<file path="config.mk">
export PLATFORM = sky130hd
export DESIGN_NAME = hupp_scale
export DESIGN_NICKNAME = d
export VERILOG_FILES = /design/src/design/hupp_pkg.sv /design/src/design/hupp_scale.sv
export SDC_FILE = /design/constraint.sdc
export NUM_CORES = 2
export LEC_CHECK = 0
export BUFFER_PORTS_ARGS = -buffer_cell sky130_fd_sc_hd__clkbuf_2
export CORE_ASPECT_RATIO = 1.5
export CORE_MARGIN = 1
export CORE_UTILIZATION = 65
export DETAILED_ROUTE_END_ITERATION = 7
export GPL_TIMING_DRIVEN = 0
export PLACE_DENSITY = 0.83
export SKIP_CTS_REPAIR_TIMING = 1
export SYNTH_ARGS = -nofsm -noshare
export SYNTH_HDL_FRONTEND = slang
export SYNTH_SLANG_ARGS = --single-unit
</file>
<file path="constraint.sdc">
create_clock -name i_clk -period 8.2 [get_ports i_clk]
set_clock_uncertainty 0.1 [all_clocks]
set_input_delay 0.41 -clock i_clk [delete_from_list [all_inputs] [get_ports i_clk]]
set_output_delay 0.41 -clock i_clk [all_outputs]
set_load 0.05 [all_outputs]
</file>
<file path="src/design/hupp_pkg.sv">
`timescale 1ns / 1ps
// ----------------------------------------------------------------------------
// hupp_pkg
// shared widths, register map, reset values and payload types of the
// heading-up point projection pipeline
// ----------------------------------------------------------------------------
package hupp_pkg;

    // field widths
    localparam int IN_W    = 16;
    localparam int OUT_W   = 16;
    localparam int POS_W   = 32;
    localparam int TRIG_W  = 16;
    localparam int ZOOM_W  = 15;

    // configuration port
    localparam int PADDR_W   = 5;
    localparam int REG_IDX_W = 3;
    localparam int PDATA_W   = 32;

    localparam logic [REG_IDX_W-1:0] REG_USER_EAST  = 3'd0;
    localparam logic [REG_IDX_W-1:0] REG_USER_NORTH = 3'd1;
    localparam logic [REG_IDX_W-1:0] REG_HEAD_SIN   = 3'd2;
    localparam logic [REG_IDX_W-1:0] REG_HEAD_COS   = 3'd3;
    localparam logic [REG_IDX_W-1:0] REG_ZOOM       = 3'd4;

    localparam logic signed [POS_W-1:0]  RST_USER_EAST  = '0;
    localparam logic signed [POS_W-1:0]  RST_USER_NORTH = '0;
    localparam logic signed [TRIG_W-1:0] RST_HEAD_SIN   = '0;
    localparam logic signed [TRIG_W-1:0] RST_HEAD_COS   = 16'sd32767;
    localparam logic [ZOOM_W-1:0]        RST_ZOOM       = 15'd13107;

    // datapath widths
    localparam int D_W        = POS_W + 1;          // vertex minus user position
    localparam int PROD_W     = D_W + TRIG_W;       // one rotation product
    localparam int ROT_W      = PROD_W + 1;         // rotated coordinate, Q.15
    localparam int SPLIT      = 25;                 // low slice of the scale multiply
    localparam int LO_PROD_W  = SPLIT + ZOOM_W;
    localparam int HI_PROD_W  = ROT_W - SPLIT + ZOOM_W + 1;
    localparam int SCL_W      = 64;                 // scaled coordinate, Q.31
    localparam int FRAC_BITS  = 31;
    localparam int CLAMP_SH   = 48;
    localparam int V_W        = 50;                 // anchored coordinate, Q.31
    localparam int RND_W      = V_W + 1;
    localparam int RQ_W       = RND_W - FRAC_BITS;  // integer part after rounding
    localparam int ANCHOR_W   = 12;

    // cycles from an accepted request to its result strobe
    localparam int LATENCY    = 7;

    typedef struct packed {
        logic signed [IN_W-1:0] east_dm;
        logic signed [IN_W-1:0] north_dm;
    } t_hupp_req;

    typedef struct packed {
        logic signed [OUT_W-1:0] screen_x;
        logic signed [OUT_W-1:0] screen_y;
    } t_hupp_res;

    typedef struct packed {
        logic signed [POS_W-1:0]  user_east_dm;
        logic signed [POS_W-1:0]  user_north_dm;
        logic signed [TRIG_W-1:0] heading_sin;
        logic signed [TRIG_W-1:0] heading_cos;
        logic [ZOOM_W-1:0]        zoom_scale;
    } t_hupp_cfg;

endpackage

</file>
<file path="src/design/hupp_scale.sv">
`timescale 1ns / 1ps
// ----------------------------------------------------------------------------
// hupp_scale
// two stages: zoom multiply split into a low and a high partial product,
// then recombination into the Q.31 screen offset
// ----------------------------------------------------------------------------
module hupp_scale (
    input  logic                                       i_clk,
    input  logic                                       i_rst_n,
    input  logic                                       i_vld,
    input  logic signed [hupp_pkg::ROT_W-1:0]          i_xr,
    input  logic signed [hupp_pkg::ROT_W-1:0]          i_yr,
    input  logic [hupp_pkg::ZOOM_W-1:0]                i_zoom,
    output logic                                       o_vld,
    output logic signed [hupp_pkg::SCL_W-1:0]          o_p,
    output logic signed [hupp_pkg::SCL_W-1:0]          o_q
);
    import hupp_pkg::*;

    logic [1:0]                  r_vld;
    logic [LO_PROD_W-1:0]        r_lo_x;
    logic [LO_PROD_W-1:0]        r_lo_y;
    logic signed [HI_PROD_W-1:0] r_hi_x;
    logic signed [HI_PROD_W-1:0] r_hi_y;
    logic signed [SCL_W-1:0]     r_p;
    logic signed [SCL_W-1:0]     r_q;
    logic signed [ZOOM_W:0]      zoom_s;

    assign zoom_s = $signed({1'b0, i_zoom});

    // valid bits
    always_ff @(posedge i_clk) begin
        if (!i_rst_n) begin
            r_vld <= '0;
        end else begin
            r_vld <= {r_vld[0], i_vld};
        end
    end

    // partial products, then shift and add
    always_ff @(posedge i_clk) begin
        r_lo_x <= LO_PROD_W'(i_xr[SPLIT-1:0]) * LO_PROD_W'(i_zoom);
        r_lo_y <= LO_PROD_W'(i_yr[SPLIT-1:0]) * LO_PROD_W'(i_zoom);
        r_hi_x <= $signed(i_xr[ROT_W-1:SPLIT]) * zoom_s;
        r_hi_y <= $signed(i_yr[ROT_W-1:SPLIT]) * zoom_s;
        r_p    <= (SCL_W'(r_hi_x) <<< SPLIT) + $signed(SCL_W'(r_lo_x));
        r_q    <= (SCL_W'(r_hi_y) <<< SPLIT) + $signed(SCL_W'(r_lo_y));
    end

    assign o_vld = r_vld[1];
    assign o_p   = r_p;
    assign o_q   = r_q;

endmodule

</file>
==> run metrics <==
Post-synth EDFFs=0; FFs w/ async S/R, synth=0; CP cell instances=clkbuf_1, clkdlybuf4s15_1, nand2_1, fa_1, fa_1, inv_1, fa_1, fa_1, fa_1, inv_1, fa_1, inv_1, ha_1, inv_1, nor3_1, nand2_1, o32ai_1, a41oi_1, o211ai_1, o21ai_1, a21o_1, a31o_2, xnor2_1; slew margin rel.=-0.0974; hold path endpoint=r_lo_x[0]$_DFF_P_; crit path DAT=between 8 and 9 ns; Seq/Total Area, Yosys=0.0997; crit-path most repeated cell=fa_1; Clock Sinks=~290; busiest grt layer=met2; Final Setup Violations=0; Row Count=between 100 and 150; highest-delay cell along the critical path=clkdlybuf4s15_1; TritonCTS clock tree=yes; Hold Crit Depth=2; CP endpoint kind=flop; drt drc=0; FILL cells=between 6000 and 7000; Syn Inst Count=roughly 6300; count leader, synth=inv_1; Critical path buffers and inverters=6; chip height=~370 µm; M3 GR Usage=0.117; startpoint class of the critical path=input port; reg2reg end=o_q[54]$_DFF_P_; Reg-to-Reg Start=r_lo_y[26]$_DFF_P_; RD Place Congestion=~1.1; gr usage total=0.411; critical path fanouts, max=10; cts bufs inserted=29; Post-Place Setup Slack=-0.526 ns; Max Fclk=about 120 MHz; nets=8414; Max-cap violations=3; antenna viol nets, final=0; CTS Root Cell=clkbuf_16; WL final=around 180 mm; Top delay family on crit path=adder cells; syn_nets=just over 8000; first-pass GRT wire length=275 mm; Hold Crit Class=in2reg; post-route minimum period=roughly 8.0 ns; count of state elements after synthesis=between 200 and 300; post-synth cell types=just under 80; H-Tree Depth=1; Final Non-Filler Cells=a little under 8000; flop2flop setup slack=between 4 and 5 ns; Buffers on Ports=232; Pre-antenna DRT Iters=8; Syn Area/Cell=a little over 9 µm²; commonest cells in the netlist=inv_1 (1436), fa_1 (1298), nand2_1 (902); Tcrit/Tclk final=0.980; Area contributors post-synth=fa_1 (45%), dfxtp_1 (10%), inv_1 (9.3%), ha_1 (9.3%), and2_1 (7.6%); 1st-iter DRT viols=3686; area grow syn2layout=6.44%; Clk pin slew, worst setup/hold paths=approximately 0.06 ns; Yosys Warn Count=0; RSZ-0062 raised after global routing=no; type of the worst setup path=in2reg; initial core utilization=0.658; Final Util=0.701; total grt overflow=0; met1 global-route usage=0.458; Slew Limit Fails=33; Worst-Margin Slew=~1.6 ns; initial antenna violation count=32; Skew-Pair Late Insertion Delay=about 0.63 ns; core area=between 80000 and 90000 µm²; clock buffer depth=3; Mapped Area=~58000 µm²; worst setup margin=approximately 0.17 ns; vias in the first global route=49211; io pins=between 200 and 250; hold violation total from the final report=0; CP required=between 8 and 9 ns; die area=about 90000 µm²; failing checks=max-capacitance violations, max-slew violations; vias per inst=between 5 and 6; HPWL after detailed placement=145 mm; Post-synth top flop=dfxtp_1; Yosys top cell area share=0.449; Final TNS setup=0 ns; met2 usage=0.653; layout cells sized above 1=0.0487; via count=between 40000 and 50000; outcome=finished with violations; hold path startpoint=i_xr[0]; Yosys top cell by area=fa_1; Die X=about 250 µm; FF-to-FF path depth=12; Routed wire per std cell=22.9 µm; largest net degree at the start of global routing=15; Max stage delay on crit path=around 1.1 ns; Cell Count Post-Placement=roughly 7700
==> how the worst max path moves through the flow <==
stage	depth (start not counted)	slack, ns	end	start
2_1_floorplan	25	1.62	r_hi_y[38]$_DFF_P_	i_zoom[1]
3_3_place_gp	23	-0.52	r_lo_x[37]$_DFF_P_	i_zoom[0]
3_5_place_dp	23	-0.53	r_lo_x[37]$_DFF_P_	i_zoom[0]
4_1_cts	23	0.11	r_lo_x[37]$_DFF_P_	i_zoom[0]
5_1_grt	25	0.01	r_hi_x[37]$_DFF_P_	i_zoom[1]
6_report	23	0.17	r_lo_y[39]$_DFF_P_	i_zoom[6]
==> final cells by class <==
cell class,instances,area [µm²],area share
repair buffers,236,1210,0.0196
inverters,1438,5400,0.0877
multi-input cells,4306,45600,0.742
well taps,1147,1440,0.0233
plain buffers,271,1030,0.0168
diodes,22,55.1,0.000894
clock buffers,42,855,0.0139
clock inverters,10,160,0.00260
flip-flops and latches,288,5770,0.0937
==> stage by stage <==
stage | area, µm² | hold slack [ns]
detailed placement | 60400 | 0.212
global placement | 60400 | 0.211
floorplan | 57800 | 0.210
global route | 61500 | 0.00923
CTS | 61400 | -0.146
finish | 61600 | 0.00974
==> routing by layer <==
| layer | wire (µm) | share of wire |
|---|---|---|
| met4 | 18100 | 0.10 |
| met3 | 19200 | 0.11 |
| met2 | 82100 | 0.46 |
| met5 | 156 | 0.00088 |
| met1 | 58100 | 0.33 |
==> state kept, by name, summed over array words and instances, names as in the netlist <==
name / cells
o_p: 64
r_hi_x: 39
r_lo_y: 40
o_q: 64
r_hi_y: 39
r_vld: 2
r_lo_x: 40
==> kinds of logic (layout without fill, tap and decap cells) <==
family                   Yosys count  in the layout  synth area share
AND/OR/NAND/NOR                 1923           1923             0.163
adder cells (fa/ha/maj)         1726           1726             0.542
buffers and inverters           1709           1997             0.111
AO/OA/AOI/OAI                    425            425            0.0495
flip-flops                       288            288            0.0997
XOR/XNOR                         228            228            0.0345
multiplexers                       4              4          0.000692
other                              0             22                 0
==> placed cells by master, fill, tap and decap left out, types with 12 or more instances in the layout <==
cell,instances
o21bai_1,19
dfxtp_1,288
o21ai_0,59
o21a_1,28
clkbuf_2,236
xor2_1,55
ha_1,428
nor2_1,122
and2_1,704
nor2b_1,12
or3_1,12
clkbuf_1,261
inv_1,1436
o211ai_1,13
a21o_1,65
diode_2,22
clkbuf_16,29
fa_1,1298
a21oi_1,133
nand4_1,12
xnor2_1,173
nand2b_1,22
nor3_1,36
a211oi_1,15
and3_1,25
nand3_1,49
nand2_1,902
==> worst register-to-register path, delay by kind of cell (launching register included) <==
family,cells,cell delay [ns]
AOI/OAI and AO/OA,7,1.97
and+or+nand+nor,2,0.28
adders and majority gates,1,0.31
xor gates and xnor gates,1,0.15
DFF,1,0.33
buffers and inverters,1,0.35
Power is not shown: default switching activity piles up to over one toggle a cycle in this logic, so the estimate is an artifact.
