### src/design/hupp_pkg.sv
`timescale 1ns / 1ps
// ----------------------------------------------------------------------------
// hupp_pkg
// shared widths, register map, reset values and payload types of the
// heading-up point projection pipeline
// ----------------------------------------------------------------------------
package hupp_pkg;

    // field widths
    localparam int IN_W    = 16;
    localparam int OUT_W   = 16;
    localparam int POS_W   = 32;
    localparam int TRIG_W  = 16;
    localparam int ZOOM_W  = 15;

    // configuration port
    localparam int PADDR_W   = 5;
    localparam int REG_IDX_W = 3;
    localparam int PDATA_W   = 32;

    localparam logic [REG_IDX_W-1:0] REG_USER_EAST  = 3'd0;
    localparam logic [REG_IDX_W-1:0] REG_USER_NORTH = 3'd1;
    localparam logic [REG_IDX_W-1:0] REG_HEAD_SIN   = 3'd2;
    localparam logic [REG_IDX_W-1:0] REG_HEAD_COS   = 3'd3;
    localparam logic [REG_IDX_W-1:0] REG_ZOOM       = 3'd4;

    localparam logic signed [POS_W-1:0]  RST_USER_EAST  = '0;
    localparam logic signed [POS_W-1:0]  RST_USER_NORTH = '0;
    localparam logic signed [TRIG_W-1:0] RST_HEAD_SIN   = '0;
    localparam logic signed [TRIG_W-1:0] RST_HEAD_COS   = 16'sd32767;
    localparam logic [ZOOM_W-1:0]        RST_ZOOM       = 15'd13107;

    // datapath widths
    localparam int D_W        = POS_W + 1;          // vertex minus user position
    localparam int PROD_W     = D_W + TRIG_W;       // one rotation product
    localparam int ROT_W      = PROD_W + 1;         // rotated coordinate, Q.15
    localparam int SPLIT      = 25;                 // low slice of the scale multiply
    localparam int LO_PROD_W  = SPLIT + ZOOM_W;
    localparam int HI_PROD_W  = ROT_W - SPLIT + ZOOM_W + 1;
    localparam int SCL_W      = 64;                 // scaled coordinate, Q.31
    localparam int FRAC_BITS  = 31;
    localparam int CLAMP_SH   = 48;
    localparam int V_W        = 50;                 // anchored coordinate, Q.31
    localparam int RND_W      = V_W + 1;
    localparam int RQ_W       = RND_W - FRAC_BITS;  // integer part after rounding
    localparam int ANCHOR_W   = 12;

    // cycles from an accepted request to its result strobe
    localparam int LATENCY    = 7;

    typedef struct packed {
        logic signed [IN_W-1:0] east_dm;
        logic signed [IN_W-1:0] north_dm;
    } t_hupp_req;

    typedef struct packed {
        logic signed [OUT_W-1:0] screen_x;
        logic signed [OUT_W-1:0] screen_y;
    } t_hupp_res;

    typedef struct packed {
        logic signed [POS_W-1:0]  user_east_dm;
        logic signed [POS_W-1:0]  user_north_dm;
        logic signed [TRIG_W-1:0] heading_sin;
        logic signed [TRIG_W-1:0] heading_cos;
        logic [ZOOM_W-1:0]        zoom_scale;
    } t_hupp_cfg;

endpackage

### src/design/hupp_place.sv
`timescale 1ns / 1ps
// ----------------------------------------------------------------------------
// hupp_place
// two stages: clamp far points and add the screen anchor, then round half
// away from zero and saturate to 16 bits; y grows downward
// ----------------------------------------------------------------------------
module hupp_place #(
    parameter int ANCHOR_X = 120,
    parameter int ANCHOR_Y = 200
) (
    input  logic                                       i_clk,
    input  logic                                       i_rst_n,
    input  logic                                       i_vld,
    input  logic signed [hupp_pkg::SCL_W-1:0]          i_p,
    input  logic signed [hupp_pkg::SCL_W-1:0]          i_q,
    output logic                                       o_vld,
    output hupp_pkg::t_hupp_res                        o_res
);
    import hupp_pkg::*;

    localparam logic signed [V_W-1:0]   AX_Q     = V_W'(ANCHOR_X) <<< FRAC_BITS;
    localparam logic signed [V_W-1:0]   AY_Q     = V_W'(ANCHOR_Y) <<< FRAC_BITS;
    localparam logic signed [SCL_W-1:0] LIM_HI   = SCL_W'(1) <<< CLAMP_SH;
    localparam logic signed [SCL_W-1:0] LIM_LO   = -LIM_HI;
    localparam logic signed [RND_W-1:0] HALF     = RND_W'(1) <<< (FRAC_BITS - 1);
    localparam logic signed [RND_W-1:0] HALF_M1  = HALF - RND_W'(1);
    localparam logic signed [RQ_W-1:0]  SAT_HI   = RQ_W'((1 << (OUT_W - 1)) - 1);
    localparam logic signed [RQ_W-1:0]  SAT_LO   = -SAT_HI - RQ_W'(1);

    logic [1:0]              r_vld;
    logic signed [V_W-1:0]   r_vx;
    logic signed [V_W-1:0]   r_vy;
    logic signed [V_W-1:0]   n_vx;
    logic signed [V_W-1:0]   n_vy;
    t_hupp_res               r_res;
    t_hupp_res               n_res;

    // clamp to the far-point limit, narrowed to the anchored width
    function automatic logic signed [V_W-1:0] clamp_off(input logic signed [SCL_W-1:0] v);
        logic signed [V_W-1:0] c;
        if (v > LIM_HI) begin
            c = V_W'(LIM_HI);
        end else if (v < LIM_LO) begin
            c = V_W'(LIM_LO);
        end else begin
            c = V_W'(v);
        end
        return c;
    endfunction

    // round half away from zero, then saturate
    function automatic logic signed [OUT_W-1:0] round_sat(input logic signed [V_W-1:0] v);
        logic signed [RND_W-1:0] s;
        logic signed [RQ_W-1:0]  r;
        logic signed [OUT_W-1:0] o;
        s = RND_W'(v) + (v[V_W-1] ? HALF_M1 : HALF);
        r = $signed(s[RND_W-1:FRAC_BITS]);
        if (r > SAT_HI) begin
            o = OUT_W'(SAT_HI);
        end else if (r < SAT_LO) begin
            o = OUT_W'(SAT_LO);
        end else begin
            o = OUT_W'(r);
        end
        return o;
    endfunction

    // anchor add, and round and saturate of the registered anchored values; y runs opposite to north
    always_comb begin
        n_vx = AX_Q + clamp_off(i_p);
        n_vy = AY_Q - clamp_off(i_q);
        n_res.screen_x = round_sat(r_vx);
        n_res.screen_y = round_sat(r_vy);
    end

    // valid bits
    always_ff @(posedge i_clk) begin
        if (!i_rst_n) begin
            r_vld <= '0;
        end else begin
            r_vld <= {r_vld[0], i_vld};
        end
    end

    // datapath stages
    always_ff @(posedge i_clk) begin
        r_vx  <= n_vx;
        r_vy  <= n_vy;
        r_res <= n_res;
    end

    assign o_vld = r_vld[1];
    assign o_res = r_res;

endmodule

### config.mk
export PLATFORM = sky130hd
export DESIGN_NAME = hupp_place
export DESIGN_NICKNAME = d
export VERILOG_FILES = /design/src/design/hupp_pkg.sv /design/src/design/hupp_place.sv
export SDC_FILE = /design/constraint.sdc
export NUM_CORES = 1
export LEC_CHECK = 0
export BUFFER_PORTS_ARGS = -buffer_cell sky130_fd_sc_hd__buf_2
export CORE_MARGIN = 5
export CORE_UTILIZATION = 55
export CTS_BUF_LIST = sky130_fd_sc_hd__clkbuf_16
export DETAILED_ROUTE_END_ITERATION = 10
export PLACE_DENSITY_LB_ADDON = 0.3
export SLEW_MARGIN = 15
export SYNTH_ARGS = -nofsm -noshare
export SYNTH_HDL_FRONTEND = slang
export SYNTH_SLANG_ARGS = --single-unit
### constraint.sdc
create_clock -name i_clk -period 9.11 [get_ports i_clk]
set_clock_uncertainty 0.15 [all_clocks]
set_input_delay 0 -clock i_clk [delete_from_list [all_inputs] [get_ports i_clk]]
set_output_delay 0 -clock i_clk [all_outputs]
set_load 0.01 [all_outputs]
==> flow_metrics.py <==
metrics = {
    "clocking": {
        "root_buffer": "clkbuf_16",
        "clockBufferDepth": 2,
        "cts_buffers": 17,
        "htree_levels": 4,
        "path_clk_slew_ns": 0.06,
        "cts_resized": 0,
        "cts_tree": "done",
        "insertion_delay_ns": 0.42,
        "cts_sinks": 134,
    },
    "layout": {
        "n_antenna_cell": 0,
        "fin_nets": 1404,
        "final_area_sq_um": 10600,
        "final_util": 0.793,
        "drive_gt1_frac": 0.174,
        "area_growth_pct": 39.8,
        "stdcell_count": 1400,
    },
    "flow_run": {
        "maxCapViolations": 0,
    },
    "route": {
        "firstDrtPassIters": 7,
        "drt-vias-per-instance": 5.77,
        "routed_wl_um": 23500,
        "wl_met1_um": 9180,
        "drt_iter0_drc": 542,
        "top_layer": "met4",
        "wl_met3_um": 1510,
        "drcViolationCount": 0,
        "vias": 8074,
        "ant_nets": 0,
        "wl_met2_um": 11800,
        "wire_per_inst_um": 16.8,
    },
    "synth": {
        "ys_types": 66,
        "syn_avg_cell_area_sq_um": 8.44,
        "synth-edff-count": 0,
        "synthArstFlopShare": 0,
        "syn_area_sq_um": 7570,
        "syn_nets": 1091,
        "synth-warning-count": 0,
        "seq_area_frac_synth": 0.354,
        "yosys_most_used_dff": "dfxtp_1",
        "synth_cells": 898,
        "ys_seq_elements": 134,
    },
    "worst_setup_path": {
        "max_stage_delay_ns": 0.57,
        "crit_buf_inv": 3,
        "path_cells": "dlygate4sd3_1 -> buf_2 -> nor4_2 -> and4b_1 -> nand4_1 -> o21a_1 -> nor2_1 -> nand2_1 -> ha_1 -> and2_1 -> o211a_1 -> o31ai_4 -> a21oi_2 -> a211oi_1 -> a31oi_1 -> dlygate4sd3_1",
        "path_delay_family": "simple AND/OR/NAND/NOR gates",
        "crit_type": "input pin to flip-flop",
        "crit_start": "i_q[2]",
        "rr_worst_depth": 11,
        "startpoint_type": "input pin",
        "crit_path_end": "r_vy[48]",
        "cp_data_arrival_time_ns": 4.67,
        "ff2ff_setup_slack_ns": 5.54,
        "cp_common_cell": "dlygate4sd3_1",
        "required_ns": 9.27,
        "crit_slowest_cell": "dlygate4sd3_1",
        "cp-end-kind": "flip-flop",
        "regToRegEndpoint": "o_res[17]",
        "crit_cells": 16,
        "worstPathMaxFanout": 24,
        "r2r_start": "r_vx[49]",
    },
    "floorplanning": {
        "die_x_um": 127,
        "fp.dieH_um": 127,
        "fp.coreArea_sq_um": 13300,
        "start_util": 0.567,
        "rows": 42,
        "io_pins": 164,
        "dieArea_sq_um": 16200,
    },
    "sta": {
        "setup_tns_ns": 0,
        "hold_violations": 0,
        "final.setup.worst_slack_ns": 4.60,
        "rsz0062_at_grt": "no",
        "hold_ws_ns": 0.175,
        "setup_viol": 0,
        "max_slew_margin": 0.244,
        "worst_pin_slew_ns": 1.13,
        "period_share": 0.495,
        "drv_slew": 0,
        "fin_crit_ns": 4.51,
        "max_clock_freq_mhz": 222,
    },
    "grt": {
        "antenna_found_initial": 0,
        "first_global_vias": 8227,
        "grt_usage": 0.292,
        "grt_max_degree": 52,
        "grt_pass1_wl_um": 38700,
        "gr-total-overflow": 0,
    },
    "pwr": {
        "ir_worst_vdd_v": 0.000116,
        "total_power_mw": 1.41,
        "p_leak_nw": 4.46,
        "powerDensity_nw_per_um2": 133,
    },
    "placed_design": {
        "hpwl_um": 15100,
        "io_buffers": 163,
        "dp_slack_ns": 5.39,
        "place_area_sq_um": 8560,
        "place_inst": 1220,
        "place.gp.congestion": 0.906,
    },
    "run_status": {
        "status": "complete, no violations",
    },
    "worst_hold_path": {
        "hold_path_class": "input pin to flip-flop",
    },
}
report_power, final:
| group | leakage (nW) | internal (mW) | switching (mW) | total [mW] |
|---|---|---|---|---|
| registers | 1.09 | 0.595 | 0.00240 | 0.597 |
| clock network | 0.265 | 0.375 | 0.263 | 0.638 |
| logic | 3.10 | 0.0909 | 0.0866 | 0.177 |
worst min path at each step:
stage          cells past startpoint     from  endpoint  slack, ns
5_1_grt                            3  i_rst_n  r_vld[1]       0.19
2_1_floorplan                      1  i_q[63]  r_vy[49]      -0.08
6_report                           3  i_rst_n  r_vld[1]       0.17
3_5_place_dp                       2    i_vld  r_vld[0]       0.06
4_1_cts                            3  i_rst_n  r_vld[1]       0.15
3_3_place_gp                       2    i_vld  r_vld[0]       0.05
cell usage after synthesis, types with 4 or more instances:
cell | instances | area, sq um
nor4_1 | 33 | 206
o211ai_1 | 4 | 30.0
o31ai_1 | 9 | 67.6
o21ai_0 | 43 | 215
a21oi_1 | 52 | 260
nand4_1 | 25 | 156
and2_1 | 11 | 68.8
a31oi_1 | 11 | 68.8
ha_1 | 62 | 776
nand2_1 | 70 | 263
nor2_1 | 95 | 357
o41ai_1 | 4 | 35.0
a32oi_1 | 4 | 35.0
dfxtp_1 | 134 | 2680
nor3b_1 | 5 | 37.5
a311o_1 | 4 | 40.0
buf_2 | 5 | 25.0
nand3_1 | 26 | 130
nand2b_1 | 7 | 43.8
xnor2_1 | 31 | 272
inv_1 | 15 | 56.3
and4_1 | 4 | 35.0
nor3_1 | 30 | 150
a211oi_1 | 12 | 90.1
or3_1 | 14 | 87.6
clkbuf_1 | 12 | 45.0
o21a_1 | 14 | 105
a21o_1 | 11 | 82.6
xor2_1 | 26 | 228
o21ai_1 | 13 | 65.1
nor2b_1 | 41 | 257
and3_1 | 15 | 93.8
sequential cells by signal, summed over array words and instances, names as in the netlist:
name,flops
r_vx,50
r_vy,50
o_res,32
r_vld,2
repair_timing:
item                                    CTS  global route
hold buffers                            148             0
setup buffers                             0             0
hold endpoints to repair                102             0
endpoints found under the setup margin    0             0
per-layer routing:
metal  up-vias  global-route usage
li1       3952                   -
met2       367               0.532
met1      3673               0.323
met5         -                   0
met3        82              0.0543
met4         0               0.145
final cells by class:
cell class              instances  area [sq um]
multi-input cells             726          4740
fillers                       875          2760
flip-flops and latches        134          2680
repair buffers                317          2340
clock buffers                  17           425
well taps                     176           220
clock inverters                15           128
inverters                      15          56.3
worst reg2reg max path, delay by kind of cell (launching register included):
| kind | cells | cell delay (ns) |
|---|---|---|
| AND/OR/NAND/NOR | 5 | 1.31 |
| AO/OA/AOI/OAI | 3 | 0.89 |
| buffers and inverters | 2 | 0.50 |
| flip-flops | 1 | 0.30 |
| adder cells (fa/ha/maj) | 1 | 0.32 |
layout by cell type (no fill, tap or decap), drive strengths merged, types with 30 or more instances in the layout:
| master | synthesis | final |
|---|---|---|
| dlygate4sd3 | 0 | 148 |
| o21ai | 56 | 56 |
| buf | 11 | 169 |
| dfxtp | 134 | 134 |
| ha | 62 | 62 |
| a21oi | 53 | 53 |
| nor2 | 95 | 95 |
| xnor2 | 31 | 31 |
| nor2b | 41 | 41 |
| nor4 | 35 | 35 |
| nor3 | 30 | 30 |
| nand2 | 70 | 70 |
kinds of logic after synthesis:
group,synth area share
flip-flops,0.354
AO/OA/AOI/OAI,0.180
AND/OR/NAND/NOR,0.274
adder cells (fa/ha/maj),0.102
buffers and inverters,0.0221
multiplexers,0.00132
XOR/XNOR,0.0659
Note: power is estimated with default switching activity, not from simulation.
